$ cat src/rtl/core/pst_ram.sv
// ----------------------------------------------------------------------------
// pst_ram
// Generic single-write, single-read RAM with registered read data.
// ----------------------------------------------------------------------------
module pst_ram #(
  parameter int WIDTH = 8,
  parameter int DEPTH = 16
) (
  input  logic                                     clk,
  input  logic                                     we,
  input  logic [((DEPTH > 1) ? $clog2(DEPTH) : 1)-1:0] waddr,
  input  logic [WIDTH-1:0]                         wdata,
  input  logic [((DEPTH > 1) ? $clog2(DEPTH) : 1)-1:0] raddr,
  output logic [WIDTH-1:0]                         rdata
);

  logic [WIDTH-1:0] mem [DEPTH];

  // Write port and registered read port
  always_ff @(posedge clk) begin
    if (we) begin
      mem[waddr] <= wdata;
    end
    rdata <= mem[raddr];
  end

endmodule
$ cat config.mk
export PLATFORM = sky130hd
export DESIGN_NAME = pst_ram
export DESIGN_NICKNAME = d
export VERILOG_FILES = /design/src/rtl/core/pst_ram.sv
export SDC_FILE = /design/constraint.sdc
export NUM_CORES = 1
export LEC_CHECK = 0
export BUFFER_PORTS_ARGS = -buffer_cell sky130_fd_sc_hd__buf_2
export CORE_MARGIN = 2
export CORE_UTILIZATION = 42
export CTS_CLUSTER_DIAMETER = 60
export DETAILED_ROUTE_END_ITERATION = 12
export SETUP_SLACK_MARGIN = 0.2
export SLEW_MARGIN = 20
export SYNTH_ARGS = -nofsm -noshare
export SYNTH_HDL_FRONTEND = slang
export SYNTH_SLANG_ARGS = --single-unit
$ cat constraint.sdc
create_clock -name clk -period 2 [get_ports clk]
set_clock_uncertainty 0.2 [all_clocks]
set_input_delay 0.2 -clock clk [delete_from_list [all_inputs] [get_ports clk]]
set_output_delay 0.2 -clock clk [all_outputs]
set_load 0.01 [all_outputs]
==> results.cfg <==
[final_layout]
nFillCells = 955
fin_cells = 460
layout_commonest_cell = edfxtp_1
drive_above_1_share_pct = 33.5
layout_common_cells = edfxtp_1 (128), buf_4 (26), buf_2 (25)
area_growth_pct = 22.7
fin_nets = 318
n_antenna_cell = 0

[floorplanning]
ios = 26
start_util_pct = 42.9
die_h_um = 115
dieArea_mm2 = 0.0132
row_count = 40
core_mm2 = 0.0120
fp.dieW_um = 115

[place]
port_buffers = 25
dp_hpwl_um = 6440
gp_congestion = 0.729
dpl.cell_count = 420

[critical_path]
crit_family = multiplexers
arrival_ps = 1690
slowest_delay_ps = 500
crit_required_ps = 2090
criticalPathCategory = register to register
path_max_fanout = 1
start_kind = register
r2r-start = mem[0][2]$_DFFE_PP_
path_buf_inv = 0
startpoint = mem[0][2]$_DFFE_PP_
cp-end-kind = register
cp_cell_sequence = mux4_1 > a22oi_1 > nand2_1
critPathSlowestCell = mux4_1

[synthesis]
synth_area_leaders = edfxtp_1 (75%), mux4_2 (7.9%), mux4_1 (7.1%)
synth_top_area_share_pct = 74.7
synthMuxAreaShare_pct = 15.0
syn-instance-count = 229
synth_cell_types = 19
syn_area_mm2 = 0.00515
yosys_warnings = 0
yosysTopAreaCell = edfxtp_1
synth_top_family_by_area = multiplexers
synth_seq_cells = 136
synthXorXnorAreaFrac_pct = 0
synth_fp_nets = 247
synth_fa_ha_area_share_pct = 0
syn_area_per_cell_um2 = 22.5
synthSimpleGateAreaFrac_pct = 3.18
synth_compound_area_share_pct = 2.33
synth.yosys.seq_area_share_pct = 77.8

[sta]
timing.fmax_ghz = 0.624
finalCriticalPeriod_ps = 1600
relSlewSlack_pct = 72.3
rsz0062_at_grt = no
hold_violations = 0
setup_violations = 0
whs_ps = 172
slew_viol_final = 0
fin_crit_sh_pct = 80.1
tightest_slew_ps = 416
tns_ps = 0

[detailed_routing]
routed_via_density = 5.45
drc = 0
first_pass_iters = 7
dr_total_vias = 2507
drtAntennaViolNets = 0
routed_wl_um = 9760
drtIter0Drc = 173
wl_per_cell_um = 21.2

[grt]
grt_pass1_vias = 2499
antenna_found_initial = 0
grt_pass1_wl_um = 15200
grt_max_degree = 23
gr-total-overflow = 0
grt_use_total_pct = 16.6
met1_usage_pct = 23.4
met3_usage_pct = 3.97
top_usage_layer = met2
met2_usage_pct = 25.1

[outcome]
outcome = complete, no violations

[pwr]
p_leak_uw = 0.00218
finalPower_uw = 6650
powerDensity_mw_per_mm2 = 1050
vdd_ir_drop_max_v = 0.000565

[clock_network]
clk_latency_ps = 410
post_cts_buffers = 0
clock-sinks = 136
clkTransAtPathRegs_ps = 60
cts_buffers = 17
clock_path_buffers = 2
clockRootBuffer = clkbuf_16
cts_resized = 0
hold_buffers = 8
cts_tree = done
h-tree-depth = 4

[flow_run]
drv_cap = 0

[min_path]
worstHoldStart = waddr[0]
worstHoldPathType = input port to register
cell usage after synthesis, drive strengths merged:
| cell | n |
|---|---|
| or3b | 1 |
| edfxtp | 128 |
| nor2 | 13 |
| mux4 | 32 |
| a22oi | 16 |
| nor2b | 1 |
| clkdlybuf4s25 | 3 |
| nand2 | 9 |
| and2b | 1 |
| dfxtp | 8 |
| nand2b | 2 |
| nand3 | 1 |
| buf | 7 |
| nor3 | 4 |
| nand3b | 2 |
| and2 | 1 |
final cells by class:
type	instances	area, um2	area share, %
multi-input combinational	83	1060	16.8
clock buffer	18	429	6.80
sequential	136	4000	63.4
clock inverter	14	174	2.75
timing repair buffer	62	460	7.29
tap	147	184	2.91
worst register-to-register path, stage by stage, from the launching register on:
cell      delay (ps)
edfxtp_1         370
mux4_1           500
a22oi_1          320
nand2_1           80
state kept, by name, indices dropped and copies added (netlist names):
signal / flops
mem: 128
rdata: 8
power by group:
part,switching [uW],internal (uW),total (uW)
logic,175,148,323
registers,17.6,3190,3200
clock network,1160,1970,3130
total,1350,5300,6650
metrics by stage:
stage / util (%) / worst slack (ps) / area, um2
global placement: 46.9 / 141 / 5630
CTS: 52.6 / 419 / 6310
detailed placement: 46.9 / 135 / 5630
global route: 52.6 / 349 / 6310
finish: 52.6 / 398 / 6310
floorplan: - / 334 / 5150
metal layers:
metal,up-vias,wire length [um]
met5,-,0
met4,0,142
met3,9,519
met2,84,4770
met1,1294,4330
li1,1120,-
path summary, 6_finish.rpt:
| path | to | slack (ps) | cells after the start |
|---|---|---|---|
| min | mem[0][7]$_DFFE_PP_ | 170 | 3 |
| max | rdata[2]$_DFF_P_ | 400 | 3 |
| min reg2reg | rdata[3]$_DFF_P_ | 460 | 3 |
| max reg2reg | rdata[2]$_DFF_P_ | 400 | 3 |
cell families after synthesis:
group,count (synthesis)
AOI/OAI and AO/OA,16
buffers and inverters,10
DFF,136
muxes,32
and+or+nand+nor,35
No activity file was read; power rests on OpenSTA's default activity.
